--- config.mk ---
export PLATFORM = sky130hd
export DESIGN_NAME = handle_pool_allocator_unit
export DESIGN_NICKNAME = d
export VERILOG_FILES = /design/src/hdl/hpa_pkg.sv /design/src/hdl/handle_pool_allocator_unit.sv
export SDC_FILE = /design/constraint.sdc
export NUM_CORES = 2
export LEC_CHECK = 0
export BUFFER_PORTS_ARGS = -buffer_cell sky130_fd_sc_hd__buf_2
export CORE_MARGIN = 2
export CORE_UTILIZATION = 45
export DETAILED_ROUTE_END_ITERATION = 16
export PLACE_DENSITY = 0.65
export SYNTH_ARGS = -nofsm -noshare
export SYNTH_HDL_FRONTEND = slang
export SYNTH_SLANG_ARGS = --single-unit
--- constraint.sdc ---
create_clock -name clock -period 20.2 [get_ports clock]
set_clock_uncertainty 0.05 [all_clocks]
set_input_delay 2.02 -clock clock [delete_from_list [all_inputs] [get_ports clock]]
set_output_delay 2.02 -clock clock [all_outputs]
set_load 0.05 [all_outputs]
--- src/hdl/hpa_pkg.sv ---
// ----------------------------------------------------------------------------
// hpa_pkg: shared types and constants for the handle pool allocator
// Opcode and status codes, handle widths and the fresh-handle limit.
// ----------------------------------------------------------------------------
package hpa_pkg;

   localparam int POOL_SIZE    = 256;
   localparam int HANDLE_SPACE = 256;
   localparam int HANDLE_W     = 8;
   localparam int COUNT_W      = 9;
   // fresh handles stop at the smaller of the pool size and the handle space
   localparam int POOL_LIMIT   = (POOL_SIZE > HANDLE_SPACE) ? HANDLE_SPACE : POOL_SIZE;

   typedef enum logic [1:0] {
      OP_ALLOC     = 2'd0,
      OP_TRY_ALLOC = 2'd1,
      OP_FREE      = 2'd2,
      OP_NOP       = 2'd3
   } op_type;

   typedef enum logic [1:0] {
      ST_OK        = 2'd0,
      ST_NONE      = 2'd1,
      ST_NOT_ALLOC = 2'd2,
      ST_EXHAUSTED = 2'd3
   } status_type;

   typedef logic [HANDLE_W-1:0] handle_type;
   typedef logic [COUNT_W-1:0]  count_type;

endpackage

--- src/hdl/handle_pool_allocator_unit.sv ---
// ----------------------------------------------------------------------------
// handle_pool_allocator_unit: handle pool with a FIFO free list
// Allocates, try-allocates and frees 8-bit handles, one request per cycle while results drain.
// ----------------------------------------------------------------------------
//
//  channel | direction | tdata               | tuser
//  --------+-----------+---------------------+-------------
//  req_    | in        | [7:0] handle_in     | [1:0] opcode
//  rsp_    | out       | [7:0] handle_out    | [1:0] status
//
//  A result passes the input register, then the result register, before it
//  is offered; one request per cycle is sustained while results drain, set by
//  the combinational bitmap lookup and the prefetching free-list read port.
//  Reset needs no clearing pass: the bitmap is cleared flip-flops and the
//  free list is tracked by head, tail and count.
//  A stalled result holds; one more request waits in the input register.
//
module handle_pool_allocator_unit (
   input  logic                  clock,
   input  logic                  reset,
   input  logic                  req_tvalid,
   output logic                  req_tready,
   input  logic [7:0]            req_tdata,   // [7:0] handle_in
   input  logic [1:0]            req_tuser,   // [1:0] opcode
   output logic                  rsp_tvalid,
   input  logic                  rsp_tready,
   output logic [7:0]            rsp_tdata,   // [7:0] handle_out
   output logic [1:0]            rsp_tuser    // [1:0] status
);
   import hpa_pkg::*;

   // input register
   logic        in_valid_ff;
   op_type      in_op_ff;
   handle_type  in_handle_ff;

   // result register
   logic        rsp_valid_ff;
   handle_type  rsp_handle_ff;
   status_type  rsp_status_ff;

   // pool state
   handle_type               head_ff, head_in;
   handle_type               tail_ff, tail_in;
   count_type                count_ff, count_in;
   count_type                fresh_ff, fresh_in;
   logic [HANDLE_SPACE-1:0]  in_use_ff, in_use_in;

   // free-list memory and its read-bypass
   handle_type  free_mem [HANDLE_SPACE];
   handle_type  mem_rd_ff;
   logic        byp_hit_ff;
   handle_type  byp_data_ff;
   logic        mem_we;
   handle_type  head_val;

   logic        advance;
   logic        out_free;
   handle_type  res_handle;
   status_type  res_status;

   // a result moves on when the result register is empty or being drained
   assign out_free   = !rsp_valid_ff || rsp_tready;
   assign advance    = in_valid_ff && out_free;
   assign req_tready = !in_valid_ff || out_free;

   // the head entry: last cycle's write wins if it hit the prefetched address
   assign head_val = byp_hit_ff ? byp_data_ff : mem_rd_ff;

   always_comb begin
      head_in    = head_ff;
      tail_in    = tail_ff;
      count_in   = count_ff;
      fresh_in   = fresh_ff;
      in_use_in  = in_use_ff;
      mem_we     = 1'b0;
      res_handle = '0;
      res_status = ST_OK;
      if (advance) begin
         unique case (in_op_ff)
            OP_ALLOC, OP_TRY_ALLOC: begin
               if (count_ff != '0) begin
                  // reuse the oldest freed handle
                  res_handle           = head_val;
                  in_use_in[head_val]  = 1'b1;
                  head_in              = head_ff + 1'b1;
                  count_in             = count_ff - 1'b1;
               end else if (in_op_ff == OP_TRY_ALLOC) begin
                  res_status = ST_NONE;
               end else if (fresh_ff < COUNT_W'(POOL_LIMIT)) begin
                  res_handle                         = fresh_ff[HANDLE_W-1:0];
                  in_use_in[fresh_ff[HANDLE_W-1:0]]  = 1'b1;
                  fresh_in                           = fresh_ff + 1'b1;
               end else begin
                  res_status = ST_EXHAUSTED;
               end
            end
            OP_FREE: begin
               // a free onto a full list cannot occur, but is rejected as a guard
               if (!in_use_ff[in_handle_ff] || count_ff[COUNT_W-1]) begin
                  res_status = ST_NOT_ALLOC;
               end else begin
                  in_use_in[in_handle_ff] = 1'b0;
                  mem_we                  = 1'b1;
                  tail_in                 = tail_ff + 1'b1;
                  count_in                = count_ff + 1'b1;
               end
            end
            OP_NOP: begin
               res_status = ST_OK;
            end
         endcase
      end
   end

   // free-list storage; the read port always fetches the next head entry
   always_ff @(posedge clock) begin
      if (mem_we) begin
         free_mem[tail_ff] <= in_handle_ff;
      end
      mem_rd_ff   <= free_mem[head_in];
      byp_data_ff <= in_handle_ff;
   end

   always_ff @(posedge clock) begin
      if (reset) begin
         byp_hit_ff <= 1'b0;
      end else begin
         byp_hit_ff <= mem_we && (tail_ff == head_in);
      end
   end

   // control and pool state
   always_ff @(posedge clock) begin
      if (reset) begin
         in_valid_ff  <= 1'b0;
         rsp_valid_ff <= 1'b0;
         head_ff      <= '0;
         tail_ff      <= '0;
         count_ff     <= '0;
         fresh_ff     <= '0;
         in_use_ff    <= '0;
      end else begin
         if (req_tready) begin
            in_valid_ff <= req_tvalid;
         end
         if (advance) begin
            rsp_valid_ff <= 1'b1;
         end else if (rsp_tready) begin
            rsp_valid_ff <= 1'b0;
         end
         head_ff   <= head_in;
         tail_ff   <= tail_in;
         count_ff  <= count_in;
         fresh_ff  <= fresh_in;
         in_use_ff <= in_use_in;
      end
   end

   // payload registers
   always_ff @(posedge clock) begin
      if (req_tvalid && req_tready) begin
         in_op_ff     <= op_type'(req_tuser);
         in_handle_ff <= req_tdata;
      end
      if (advance) begin
         rsp_handle_ff <= res_handle;
         rsp_status_ff <= res_status;
      end
   end

   assign rsp_tvalid = rsp_valid_ff;
   assign rsp_tdata  = rsp_handle_ff;
   assign rsp_tuser  = rsp_status_ff;

endmodule

==> impl_metrics.yaml <==
setup_path:
  slowest_stage: "buf_4"
  reg2reg_depth: 12
  cp_top_family: "buffers and inverters"
  cpMostUsedCell: "buf_4"
  cp-start-kind: "flip-flop"
  critical_path.endpoint: "free_mem[67][1]"
  cp-startpoint: "in_handle_ff[0]"
  cp.required_ns: 20.60
  cp.depth: 12
  path_cells: "buf_12 > buf_4 > mux4_2 > mux4_2 > a22oi_1 > nand3_1 > a211oi_2 > nor3_4 > buf_4 > nand2_4 > buf_4 > nor2_1"
  worstPathMaxFanout: 121
  end_kind: "flip-flop"
  crit_type: "reg -> reg"
  rr_endpoint: "free_mem[67][1]"
  r2r_setup_slack_ns: 13.00
  crit_buf_inv: 4
  arrival_ns: 7.60
  cp_slowest_stage_delay_ns: 0.95
  reg2reg_from: "in_handle_ff[0]"
yosys:
  synth_largest_area_cell: "edfxtp_1"
  synth_edf_count: 2068
  avgSynthCellArea_sq_um: 13.12
  ys.warnings.count: 0
  ys_seq_area_frac: 0.7066
  synth_top_area_frac: 0.6426
  synth_area_leaders: "edfxtp_1, dfxtp_1, o22ai_1, nand2_1, nor2_1"
  syn_area_sq_um: 96640
  synth_cell_types: 82
  synth_ff_type: "edfxtp_1"
  syn-num-nets: 7395
  async_reset_ff_frac: 0
  synth_seq_cells: 2377
  syn_inst: 7364
placed_design:
  place.gp.congestion: 1.009
  dp.cells: 9866
  dpl_worst_slack_ns: 12.88
  io_buffers: 25
  hpwl_um: 208100
cells_and_area:
  drive_above_1_share: 0.1009
  layout.nets: 7295
  syn_to_final_growth_pct: 11.45
  fin_cells: 10318
job:
  max-cap-violations: 2
pwr:
  p_int_mw: 8.286
  p_sw_frac: 0.2791
  ir_drop_v: 0.00008911
  pwr-share-comb: 0.140
  seqPwrFrac: 0.469
  clkPwrFrac: 0.391
  p_leak_nw: 33.65
  p_per_area_nw_per_um2: 106.7
  power_switching_mw: 3.208
sta:
  rsz0062_at_grt: "no"
  maxSlewHeadroom: -0.07272
  finalCritPeriodShare: 0.3564
  fin_crit_ns: 7.198
  setup_violations: 0
  finalSetupTns_ns: 0
  fmax_ghz: 0.1389
  final_max_slew_viol_count: 2
  worstMarginPinSlew_ns: 1.588
  setup_ws_ns: 13.00
  hold_viol_final: 0
  hold_slack_ns: 0.4100
clock_network:
  clock_sinks: 2377
  path_clk_slew_ns: 0.06
  cts_tree: "built"
  h-tree-depth: 4
  clock_latency_ns: 0.94
  cts_hold_buf: 0
  cts_setup_buffers: 0
  ctsResizeCount: 0
  cts_root_buf: "clkbuf_16"
  clk_path_buf_depth: 3
  cts_buffers: 234
drt:
  vias_per_cell: 6.765
  drc: 2
  wl_per_cell_um: 32.77
  detail-route-antenna-nets: 0
  num_vias: 69800
  wirelength_um: 338100
  first_iter_violations: 12647
  firstDrtPassIters: 14
status:
  failed_checks: "DRC, capacitance limit, slew limit"
  status: "finished, violations left"
floorplanning:
  core_region_area_sq_um: 214000
  num_rows: 170
  initial_utilization: 0.4516
  io_pins: 26
  die_w_um: 467.4
  fp.dieH_um: 467.4
  die_area_sq_um: 218500
grt:
  gr-total-overflow: 0
  grt_max_degree: 205
  grtUsageTotal: 0.3027
  grt_pass1_vias: 65258
  antenna_found_initial: 22
  grt_pass1_wl_um: 479000
min_path:
  hp-start: "in_use_ff[63]"
  hp-class: "reg -> reg"
sequential cells by signal, indices dropped and copies added, names as in the netlist:
name / cells
count_ff: 9
free_mem: 2048
in_use_ff: 256
rsp_tvalid: 1
byp_hit_ff: 1
mem_rd_ff: 8
in_op_ff: 2
byp_data_ff: 8
fresh_ff: 9
in_valid_ff: 1
rsp_tdata: 8
tail_ff: 8
rsp_tuser: 2
in_handle_ff: 8
head_ff: 8
synthesized netlist by cell type, types with 76 or more instances:
master	number
nor3_1	228
nand2_1	961
o211ai_1	96
dfxtp_1	309
buf_2	160
clkbuf_1	294
nand3_1	163
mux4_2	102
a21oi_1	304
a31oi_1	86
edfxtp_1	2068
o22ai_1	654
buf_1	76
o21ai_0	282
o221ai_1	149
nor2_1	662
final cells by class:
class                   instances  area (sq um)
fillers                     17967        106300
flip-flops and latches       2377         68290
multi-input cells            4421         26290
clock buffers                 282          6116
well taps                    2838          3551
clock inverters               161          1814
repair buffers                200          1514
inverters                      30         115.1
diodes                          9         22.52
cells in the final DEF, fill, tap and decap left out, types with 48 or more instances in the layout:
master and count:
a32o_1 51, o22ai_1 654, a21oi_1 304, mux2i_1 69
o21ai_0 281, mux4_2 102, nand2_1 956, o31ai_1 59
dfxtp_1 308, clkbuf_16 234, buf_4 169, a31oi_1 86
a22oi_1 48, edfxtp_1 2068, clkinv_2 59, nand3_1 162
o211ai_1 96, nor3_1 223, nor2_1 650, o221ai_1 149
stage by stage:
| stage | cell area, sq um | utilization | power, mW |
|---|---|---|---|
| finish | 107700 | 0.5033 | 11.49 |
| global route | 107700 | 0.5033 | 11.72 |
| CTS | 107700 | 0.5032 | 11.43 |
| detailed placement | 99750 | 0.4662 | 7.031 |
| global placement | 99730 | 0.4661 | 7.022 |
| floorplan | 96640 | - | 6.364 |
how the worst min path moves through the flow:
stage | endpoint | slack [ns] | cells past startpoint
global route | in_use_ff[16] | 0.42 | 2
finish | in_use_ff[63] | 0.41 | 2
detailed placement | in_use_ff[205] | 0.40 | 1
floorplan | in_use_ff[63] | 0.39 | 2
CTS | in_use_ff[63] | 0.41 | 2
global placement | in_use_ff[16] | 0.40 | 2
power by group through the flow:
stage / clock (mW) / combinational, mW / sequential, mW
2_1_floorplan: 0 / 0.853 / 5.51
3_3_place_gp: 0 / 1.52 / 5.50
3_5_place_dp: 0 / 1.53 / 5.50
4_1_cts: 4.50 / 1.54 / 5.39
5_1_grt: 4.69 / 1.64 / 5.39
6_report: 4.49 / 1.60 / 5.40
layer usage:
metal	vias up	share of wire	global-route usage	wire (um)
li1	28540	-	-	-
met1	34603	0.37	0.4198	124900
met2	5612	0.42	0.4326	143500
met3	1021	0.15	0.1009	52170
met4	24	0.052	0.1336	17450
met5	-	0.00045	0	152
logic make-up (layout without fill, tap and decap cells):
family / after synthesis / in the layout / synth area share
xor+xnor: 36 / 36 / 0.003340
flops: 2377 / 2377 / 0.7066
mux: 189 / 189 / 0.03302
simple gates: 2213 / 2213 / 0.09682
compound gates: 1966 / 1966 / 0.1336
buf+inv: 566 / 673 / 0.02434
other cells: 0 / 9 / 0
fa+ha+maj: 17 / 17 / 0.002279
worst register-to-register path: stages, from the launching register on:
cell      delay [ns]
edfxtp_1        0.74
buf_12          0.65
buf_4           1.03
mux4_2          0.64
mux4_2          0.46
a22oi_1         0.24
nand3_1         0.12
a211oi_2        0.61
nor3_4          0.07
buf_4           0.26
nand2_4         0.32
buf_4           0.96
nor2_1          0.59
Note: power is estimated with default switching activity, not from simulation.
